**src/rtl/core/rwg_pkg.sv**
```systemverilog
// Shared types, constants and arithmetic helpers of the reference waveform generator.
package rwg_pkg;

	localparam int DATA_WIDTH = 32;
	localparam int SINE_LOG2  = 10;
	localparam int CFG_IDX_W  = 3;

	localparam int DIV_N_W     = 66;
	localparam int DIV_D_W     = 33;
	localparam int DIV_CNT_W   = $clog2(DIV_N_W + 1);
	localparam int POLY_TERMS  = 5;

	localparam logic [31:0] TWO_PI_Q29   = 32'd3373259426;
	localparam logic [31:0] QUARTER_TURN = 32'h4000_0000;

	localparam logic signed [39:0] SAT_HI = (40'sd1 <<< (DATA_WIDTH - 1)) - 40'sd1;
	localparam logic signed [39:0] SAT_LO = -SAT_HI - 40'sd1;

	// Taylor terms of sin(pi/2 x) in Q30, highest order first
	localparam logic [30:0] POLY_C [POLY_TERMS] = '{
		31'd172272, 31'd5026995, 31'd85569306, 31'd693598669, 31'd1686629713
	};

	typedef enum logic [1:0] {
		WAVE_FIXED    = 2'd0,
		WAVE_SINE     = 2'd1,
		WAVE_SQUARE   = 2'd2,
		WAVE_TRIANGLE = 2'd3
	} wave_kind_t;

	typedef enum logic [CFG_IDX_W-1:0] {
		REG_WAVE_TYPE    = 3'd0,
		REG_AMPLITUDE    = 3'd1,
		REG_DC_LEVEL     = 3'd2,
		REG_FREQUENCY    = 3'd3,
		REG_SAMPLE_PER   = 3'd4,
		REG_DUTY         = 3'd5,
		REG_ANGLE_MODE   = 3'd6,
		REG_ANGLE_PERIOD = 3'd7
	} cfg_reg_t;

	typedef enum logic [4:0] {
		ST_IDLE, ST_FDT, ST_PHASE, ST_SQ, ST_X2, ST_POLY, ST_SROUND, ST_MODE,
		ST_FIX_STEP, ST_FIX_DIV, ST_SIN_WAVE, ST_SIN_W, ST_SIN_AC,
		ST_WIDE_LO, ST_WIDE_HI, ST_WIDE_SUM, ST_TRI_START, ST_TRI_RAMP, ST_TRI_DM,
		ST_ANG_MUL, ST_FINISH
	} seq_state_t;

	typedef struct packed {
		logic               start;
		logic [DIV_N_W-1:0] dividend;
		logic [DIV_D_W-1:0] divisor;
	} div_req_t;

	typedef struct packed {
		logic               done;
		logic [DIV_N_W-1:0] quotient;
	} div_rsp_t;

	// Q30 argument of the quarter-wave polynomial, folded by quadrant
	function automatic logic [30:0] quarter_x(input logic [31:0] ph);
		logic [30:0] x;
		x = {1'b0, ph[29 -: (SINE_LOG2 - 2)], {(32 - SINE_LOG2){1'b0}}};
		if (ph[30])
			x = 31'h4000_0000 - x;
		return x;
	endfunction

	function automatic logic [31:0] sat_val(input logic signed [39:0] v);
		logic [31:0] r;
		if (v > SAT_HI)
			r = SAT_HI[31:0];
		else if (v < SAT_LO)
			r = SAT_LO[31:0];
		else
			r = v[31:0];
		return r;
	endfunction

	function automatic logic [31:0] from_mag(input logic [79:0] m, input logic neg);
		logic [31:0] r;
		if (m > 80'(SAT_HI))
			r = neg ? SAT_LO[31:0] : SAT_HI[31:0];
		else
			r = neg ? (~m[31:0] + 32'd1) : m[31:0];
		return r;
	endfunction

endpackage

```
**src/rtl/core/rwg_div.sv**
```systemverilog
// Restoring divider, one quotient bit per cycle.
module rwg_div import rwg_pkg::*; (
	input  logic     clk,
	input  logic     arst_n,
	input  div_req_t req,
	output div_rsp_t rsp
);

	logic                 busy_q, done_q;
	logic [DIV_CNT_W-1:0] cnt_q;
	logic [DIV_N_W-1:0]   num_q, quo_q;
	logic [DIV_D_W-1:0]   den_q, rem_q;
	logic [DIV_D_W:0]     rem_sh;
	logic                 qbit;

	assign rem_sh = {rem_q, num_q[DIV_N_W-1]};
	assign qbit   = rem_sh >= {1'b0, den_q};

	always_ff @(posedge clk or negedge arst_n) begin
		if (!arst_n) begin
			busy_q <= 1'b0;
			done_q <= 1'b0;
			cnt_q  <= '0;
		end else begin
			done_q <= 1'b0;
			if (req.start) begin
				busy_q <= 1'b1;
				cnt_q  <= DIV_CNT_W'(DIV_N_W);
			end else if (busy_q) begin
				cnt_q <= cnt_q - 1'b1;
				if (cnt_q == DIV_CNT_W'(1)) begin
					busy_q <= 1'b0;
					done_q <= 1'b1;
				end
			end
		end
	end

	always_ff @(posedge clk) begin
		if (req.start) begin
			num_q <= req.dividend;
			den_q <= req.divisor;
			rem_q <= '0;
			quo_q <= '0;
		end else if (busy_q) begin
			num_q <= {num_q[DIV_N_W-2:0], 1'b0};
			quo_q <= {quo_q[DIV_N_W-2:0], qbit};
			rem_q <= qbit ? DIV_D_W'(rem_sh - {1'b0, den_q}) : rem_sh[DIV_D_W-1:0];
		end
	end

	assign rsp.done     = done_q;
	assign rsp.quotient = quo_q;

endmodule

```
**config.mk**
```make
export PLATFORM = sky130hd
export DESIGN_NAME = rwg_div
export DESIGN_NICKNAME = d
export VERILOG_FILES = /design/src/rtl/core/rwg_pkg.sv /design/src/rtl/core/rwg_div.sv
export SDC_FILE = /design/constraint.sdc
export NUM_CORES = 1
export LEC_CHECK = 0
export ABC_AREA = 1
export BUFFER_PORTS_ARGS = -buffer_cell sky130_fd_sc_hd__buf_2
export CAP_MARGIN = 20
export CORE_MARGIN = 5
export CORE_UTILIZATION = 54
export CTS_CLUSTER_DIAMETER = 150
export DETAILED_ROUTE_END_ITERATION = 7
export GPL_TIMING_DRIVEN = 0
export PLACE_DENSITY = 0.74
export SLEW_MARGIN = 20
export SYNTH_ARGS = -nofsm -noshare
export SYNTH_HDL_FRONTEND = slang
export SYNTH_SLANG_ARGS = --single-unit
```
**constraint.sdc**
```tcl
create_clock -name clk -period 3.95 [get_ports clk]
set_clock_uncertainty 0.05 [all_clocks]
set_input_delay 0.79 -clock clk [delete_from_list [all_inputs] [get_ports clk]]
set_output_delay 0.79 -clock clk [all_outputs]
set_load 0.02 [all_outputs]
```
* Word level (Yosys, flattened, before mapping)
Cells that the tools add are included.
Storage, ports and cells: bits in registers 207, bits in latches 0, RAM bits 0, ROM bits 0, input bits 102, word-level logic and storage cells 23, memories kept 0
Operators by class: $add $sub $neg 2, multipliers 0, div/mod/pow operators 0, $lt $le $gt $ge 1, eq/ne operators 1, shift-type cells 0, muxes and demuxes 11, bitwise operators 0, reduce and logical (&&, ||, !) cells 1
Operators by type and width (count):
- 66-bit two-way mux | 2
- 34-bit by 33-bit >= comparator with 1-bit output | 1
- 33-bit two-way mux | 1
- 33-bit subtractor | 1
- 7-bit two-way mux | 2
- 7-bit by 1-bit == test with 1-bit output, second input constant | 1
- 7-bit by 1-bit subtractor with 7-bit output, second input constant | 1
- 1-bit two-way mux | 6
- 2-bit nonzero test | 1

* Depth between registers and ports, before layout
Gate-level depths: netlist (run 1).
word-level depth 4, mapped depth 17

* Worst setup path after synthesis (run 1)
Ideal clock, no wire load.
kind input port to flip-flop, start input req[99] (netlist name), end register num_q[0], enable pin, arrival 3.116 ns, required time 3.443 ns, path slack 0.328 ns, cell stages on the path 4, path buffers 2, cell sequence buf_2 -> nor2_2 -> inv_1 -> clkbuf_1
Between the ends: word-level cells in the longest chain between the ends 1
RTL lines:
- from (decl) | line rwg_div.sv:5 | input div_req_t req,
- 2-bit nonzero test (no line)
- to (signal assigned) | line rwg_div.sv:41 | num_q <= req.dividend;
- to (signal assigned) | line rwg_div.sv:46 | num_q <= {num_q[DIV_N_W-2:0], 1'b0};
- to (decl) | line rwg_div.sv:11 | logic [DIV_N_W-1:0] num_q, quo_q;
Every way passes these cells. A chain may end at the register's enable or synchronous reset.

==> impl_metrics.py, run 1 <==
metrics = {
    "grt": {
        "grt_start_max_net_pins": 49,
        "grt_overflow_total": 0,
        "grt_first_pass_wirelength_um": 41950,
        "initial_antenna_violation_count": 4,
        "track_usage": 0.2281,
        "first_global_vias": 8720,
    },
    "finish": {
        "drive_above_1_share": 0.1799,
        "nets": 1701,
        "areaGrowthSynthToFinish_pct": 18.03,
        "utilization": 0.6465,
        "stdcell_count": 1846,
    },
    "die": {
        "pin_count": 169,
        "std_cell_rows": 51,
        "floorplan.initialDensity": 0.5477,
        "core_mm2": 0.01946,
        "die-width_um": 150.5,
        "die_area_mm2": 0.02265,
        "chipHeight_um": 150.5,
    },
    "power": {
        "peakVddDrop_mv": 0.3073,
        "power.leakage_nw": 6.509,
        "power_density_mw_per_mm2": 482.8,
    },
    "placed_design": {
        "dpl.cell_count": 1803,
        "place.gp.congestion": 0.9844,
        "dp_hpwl_um": 19870,
        "place.port_buffers": 168,
    },
    "setup_path": {
        "cp-end-kind": "flop",
        "critical_path.startpoint": "req[99]",
        "r2r_start": "num_q[65]",
        "critPathRequiredTime_ns": 4.27,
        "critical_path.max_fanout": 34,
        "critical_path.startpoint_type": "input port",
        "worstRegToRegCells": 15,
        "critical_path_arrival_ns": 3.05,
        "timing.setup.critical_path_class": "in2reg",
    },
    "timing": {
        "timing_worst_slew_pin_value_ns": 0.9201,
        "period_minus_slack_ns": 2.729,
        "fmaxAchievable_mhz": 366.5,
        "fin_setup_tns_ns": 0,
        "maxSlewHeadroom": 0.3843,
        "final.period_utilization": 0.6908,
        "rsz0062_at_grt": "no",
        "final-hold-violation-count": 0,
        "slew_viol_final": 0,
        "report.final.setup_viol": 0,
    },
    "logic_synthesis": {
        "synth_area_leaders": "edfxtp_1 (28%), nand2_1 (20%), dfxtp_1 (19%)",
        "synth_edf_count": 99,
        "synth_cells": 1369,
        "seq_area_frac_synth": 0.4859,
        "synthesis.area_per_instance_um2": 7.787,
        "library_cell_with_the_highest_instance_count_after_synthesis": "nand2_1",
        "mappedNetlistNets": 1507,
        "netlist_area_mm2": 0.01066,
        "synth-seq-cells": 207,
        "post-synth-top-area-fraction": 0.2789,
        "synth_top_flop_cell": "edfxtp_1",
        "synthDistinctLibCells": 39,
        "synth_area_leader_cell": "edfxtp_1",
        "synth-warning-count": 0,
        "netlist_top_cells_count": "nand2_1 (559), inv_1 (214), dfxtp_1 (99), edfxtp_1 (99), o22ai_1 (64)",
        "synth_async_sr_flop_share": 0.04348,
    },
    "status": {
        "outcome": "finished clean",
    },
    "clocking": {
        "numCtsBuffers": 23,
        "clock_tree_from_tritoncts": "built",
        "clock_tree.buffer_depth": 3,
        "tritoncts_sink_count": 207,
        "cts_setup_buffers": 0,
        "cts.clk_slew.worst_paths_ns": 0.06,
        "cts-root-buf": "clkbuf_16",
        "post_cts_hold_buffer_count": 0,
        "cts.htree.levels": 1,
        "cts_resized": 0,
        "insertion_delay_ns": 0.51,
    },
    "drt": {
        "detailroute.via_count": 9015,
        "dr_wl_cell_um": 13.99,
        "drtAntennaViolNets": 0,
        "detailedRoute.firstPassIterationCount": 5,
        "via_per_inst": 4.884,
        "routed_wirelength_um": 25820,
        "initialDrtViolationCount": 559,
        "drc_errors": 0,
    },
    "job": {
        "max-cap-violations": 0,
    },
    "hold_path": {
        "min-delay-path-class": "in2async",
    },
}
-- layout make-up --
class / count / area, um2
flip-flops and latches: 207 / 5180
fillers: 1723 / 6880
clock buffers: 29 / 639.4
multi-input cells: 896 / 4412
diodes: 2 / 5.005
inverters: 221 / 829.5
clock inverters: 12 / 73.82
plain buffers: 45 / 242.7
well taps: 265 / 331.6
repair buffers: 169 / 868.3
-- cell families (layout without fill, tap and decap cells) --
logic type / after synthesis / count (layout) / synth area share
adders and majority gates: 36 / 36 / 0.04296
and+or+nand+nor: 737 / 737 / 0.2967
buffers and inverters: 266 / 476 / 0.1002
DFF: 207 / 207 / 0.4859
AOI/OAI and AO/OA: 108 / 108 / 0.06185
xor gates and xnor gates: 15 / 15 / 0.01232
other: 0 / 2 / 0
-- final timing paths --
check | to | slack, ns
worst max register to register | rem_q[30] | 1.43
max in group asynchronous | busy_q | 3.58
worst min-delay path | cnt_q[4] | 0.08
worst min register to register | rem_q[20] | 0.42
worst max-delay path | quo_q[53] | 1.22
min in group clk | den_q[8] | 0.41
-- registers in the layout (all words and copies together) (netlist names) --
| signal | count |
|---|---|
| den_q | 33 |
| done_q | 1 |
| rem_q | 33 |
| cnt_q | 7 |
| busy_q | 1 |
| quo_q | 66 |
| num_q | 66 |
-- per-stage QoR --
stage | hold slack, ns | power (mW) | instance area, um2 | setup WS [ns]
finish | 0.08365 | 6.075 | 12580 | 1.221
global route | 0.07832 | 6.427 | 12580 | 0.9972
CTS | 0.07385 | 6.115 | 12580 | 1.156
detailed placement | 0.4099 | 4.105 | 11860 | 0.6197
global placement | 0.3846 | 4.079 | 11830 | -1.415
floorplan | 0.3890 | 3.706 | 10660 | 0.3277
-- layer usage --
metal	up-vias	GRT usage	part of all wire
met5	-	0	0.0010
met3	45	0.05689	0.077
met4	4	0.05764	0.020
li1	4699	-	-
met1	4013	0.3024	0.44
met2	254	0.3761	0.46
-- critical path, cell delays in order --
cell	delay, ns
buf_2	0.63
buf_2	0.31
nor2_2	0.15
inv_1	0.15
clkbuf_1	0.43
buf_1	0.41
o22ai_1	0.16
-- report_power, final --
| group | switching [mW] | internal (mW) | total [mW] |
|---|---|---|---|
| registers | 0.0923 | 2.44 | 2.53 |
| clock network | 0.845 | 1.15 | 2.00 |
| logic | 0.986 | 0.557 | 1.54 |
-- cells in the final DEF (no fill, tap or decap), types with 9 or more instances in the layout --
| cell type | instances |
|---|---|
| nand2_1 | 559 |
| inv_1 | 214 |
| buf_2 | 170 |
| edfxtp_1 | 99 |
| dfxtp_1 | 99 |
| o22ai_1 | 64 |
| nand3_1 | 55 |
| nor2_1 | 42 |
| ha_1 | 35 |
| clkbuf_1 | 30 |
| a21oi_1 | 24 |
| clkbuf_16 | 24 |
| nand3_2 | 17 |
| xor2_1 | 15 |
| nand2_2 | 14 |
| o21ai_0 | 10 |
| nand4_1 | 9 |
| dfrtp_1 | 9 |
(Power assumes the default switching activity.)
==> inputs of run 2 (changes only) <==
Clock period 3.95 ns to 2.65 ns, I/O delays scaled along.
==> run 2 against run 1 <==
- non-clock buffer count is 1 higher
- sequential power grew 49%
- worst hold slack better by 0.038 ns
- clock power increased by 53%
- power rose by 51%
- largest power group unchanged
- global-route usage up 0.95 points
- via count up 1.0%
- wire length up 1.7%
==> impl_metrics.py, run 2 (synthesis gave the netlist of run 1 again) <==
metrics = {
    "power": {
        "peakVddDrop_mv": 0.5663,
        "power_density_mw_per_mm2": 725.0,
        "power.leakage_nw": 6.519,
    },
    "placed_design": {
        "dpl-instance-area_mm2": 0.01186,
        "dp_hpwl_um": 20030,
        "place.port_buffers": 168,
        "dpl.cell_count": 1803,
        "place.gp.congestion": 0.9925,
    },
    "finish": {
        "final_cell_mix": "nand2_1 (558), inv_1 (214), buf_2 (169)",
        "stdcell_count": 1846,
        "area_taken_by_flip_flops_and_latches_mm2": 0.005180,
        "drive_above_1_share": 0.1799,
        "biggestRegsByFlops": "num_q x66, quo_q x66",
        "postLayoutCellArea_mm2": 0.01263,
        "final_common_cell": "nand2_1",
        "areaGrowthSynthToFinish_pct": 18.47,
        "num-fill-cells": 1715,
        "multiInputGateArea_mm2": 0.004418,
        "nets": 1701,
    },
    "die": {
        "die-width_um": 150.5,
        "pin_count": 169,
        "floorplan.initialDensity": 0.5477,
        "std_cell_rows": 51,
        "die_area_mm2": 0.02265,
        "chipHeight_um": 150.5,
        "core_mm2": 0.01946,
    },
    "clocking": {
        "cts_setup_buffers": 0,
        "clock_tree_from_tritoncts": "built",
        "cts-root-buf": "clkbuf_16",
        "clock_tree.buffer_depth": 3,
        "numCtsBuffers": 22,
        "tritoncts_sink_count": 207,
        "cts.htree.levels": 1,
        "cts.clk_slew.worst_paths_ns": 0.06,
        "insertion_delay_ns": 0.53,
    },
    "timing": {
        "final-hold-violation-count": 0,
        "report.final.setup_viol": 0,
        "slew_viol_final": 0,
        "maxSlewHeadroom": 0.3286,
        "final.period_utilization": 0.9323,
        "rsz0062_at_grt": "no",
        "timing_worst_slew_pin_value_ns": 1.003,
        "period_minus_slack_ns": 2.470,
        "fmaxAchievable_mhz": 404.8,
    },
    "setup_path": {
        "worstRegToRegCells": 15,
        "timing.critical_path.cells": "clkbuf_4, buf_2, nor2_1, inv_1, clkbuf_1, buf_1, o22ai_1",
        "regToRegSetupSlack_ns": 0.18,
        "r2r_start": "num_q[65]",
        "critPathRequiredTime_ns": 3.04,
        "crit_path_top_delay_cell": "nor2_1",
        "timing.setup.critical_path_class": "in2reg",
        "regToRegEndpoint": "rem_q[15]",
        "worst_stage_delay_on_the_critical_path_ns": 0.78,
        "critical_path_arrival_ns": 2.86,
        "critical_path.max_fanout": 34,
        "cp-end-kind": "flop",
        "critical_path.startpoint_type": "input port",
    },
    "hold_path": {
        "min_to": "den_q[6]",
        "hold_path_startpoint": "req[6]",
        "holdPathStages": 1,
        "min-delay-path-class": "in2reg",
    },
    "grt": {
        "first_global_vias": 9028,
        "grt_first_pass_wirelength_um": 43460,
        "grt_overflow_total": 0,
        "track_usage": 0.2376,
        "grt_start_max_net_pins": 57,
        "initial_antenna_violation_count": 3,
    },
    "status": {
        "outcome": "finished clean",
    },
    "drt": {
        "drtAntennaViolNets": 0,
        "drc_errors": 0,
        "detailedRoute.firstPassIterationCount": 5,
        "detailroute.via_count": 9105,
        "routed_wirelength_um": 26260,
        "initialDrtViolationCount": 442,
        "via_per_inst": 4.932,
        "dr_wl_cell_um": 14.22,
    },
    "job": {
        "max-cap-violations": 0,
    },
}
-- run 2: cell types whose count changed in the layout (fill, tap and decap cells not counted), sizes merged --
cell	delta
inv	-2
buf	-1
dlygate4sd3	+1
clkbuf	+5
clkinv	-3
-- run 2: layout make-up --
class | instances | area share
clock buffers | 33 | 0.05320
multi-input cells | 896 | 0.3498
diodes | 2 | 0.0003963
repair buffers | 170 | 0.06974
inverters | 221 | 0.06568
plain buffers | 45 | 0.01922
well taps | 265 | 0.02625
clock inverters | 7 | 0.005548
flip-flops and latches | 207 | 0.4101
-- run 2: how the worst max path moves through the flow --
stage | slack [ns] | start | endpoint | cells past startpoint
6_report | 0.18 | req[99] | quo_q[25] | 7
2_1_floorplan | 0.35 | req[99] | num_q[0] | 4
3_5_place_dp | -0.42 | req[99] | quo_q[25] | 7
4_1_cts | 0.09 | num_q[65] | rem_q[29] | 14
3_3_place_gp | -1.01 | req[99] | num_q[19] | 5
5_1_grt | 0.01 | req[99] | quo_q[25] | 7
-- run 2: power by group --
group | internal (mW) | switching, mW | leakage, nW
logic | 0.833 | 1.48 | 4.20
registers | 3.64 | 0.139 | 1.95
clock network | 1.77 | 1.30 | 0.366
-- run 2: worst max-delay path: cells and delay by family --
family	cells	cell delay, ns
compound gates	1	0.22
buf+inv	5	1.30
simple gates	1	0.78
-- run 2: metrics by stage --
stage,utilization,power [mW],setup WS (ns),setup TNS (ns),hold WS [ns]
6_report,0.6489,9.157,0.1795,0,0.1215
4_1_cts,0.6482,9.206,0.09289,0,0.1041
3_3_place_gp,0.6080,6.094,-1.007,-93.21,0.3436
5_1_grt,0.6489,9.710,0.01122,0,0.1032
2_1_floorplan,-,5.524,0.3537,0,0.1844
3_5_place_dp,0.6096,6.134,-0.4221,-43.04,0.3445
-- run 2: repair_timing --
action	CTS	global route
resized for setup	0	3
hold endpoints to repair	9	0
setup endpoints to repair	0	32
hold buffers	1	0
-- run 2: routing by layer --
| layer | global-route usage | part of all wire |
|---|---|---|
| met1 | 0.3061 | 0.43 |
| met3 | 0.06171 | 0.080 |
| met5 | 0 | 0.00050 |
| met2 | 0.3947 | 0.47 |
| met4 | 0.07136 | 0.025 |
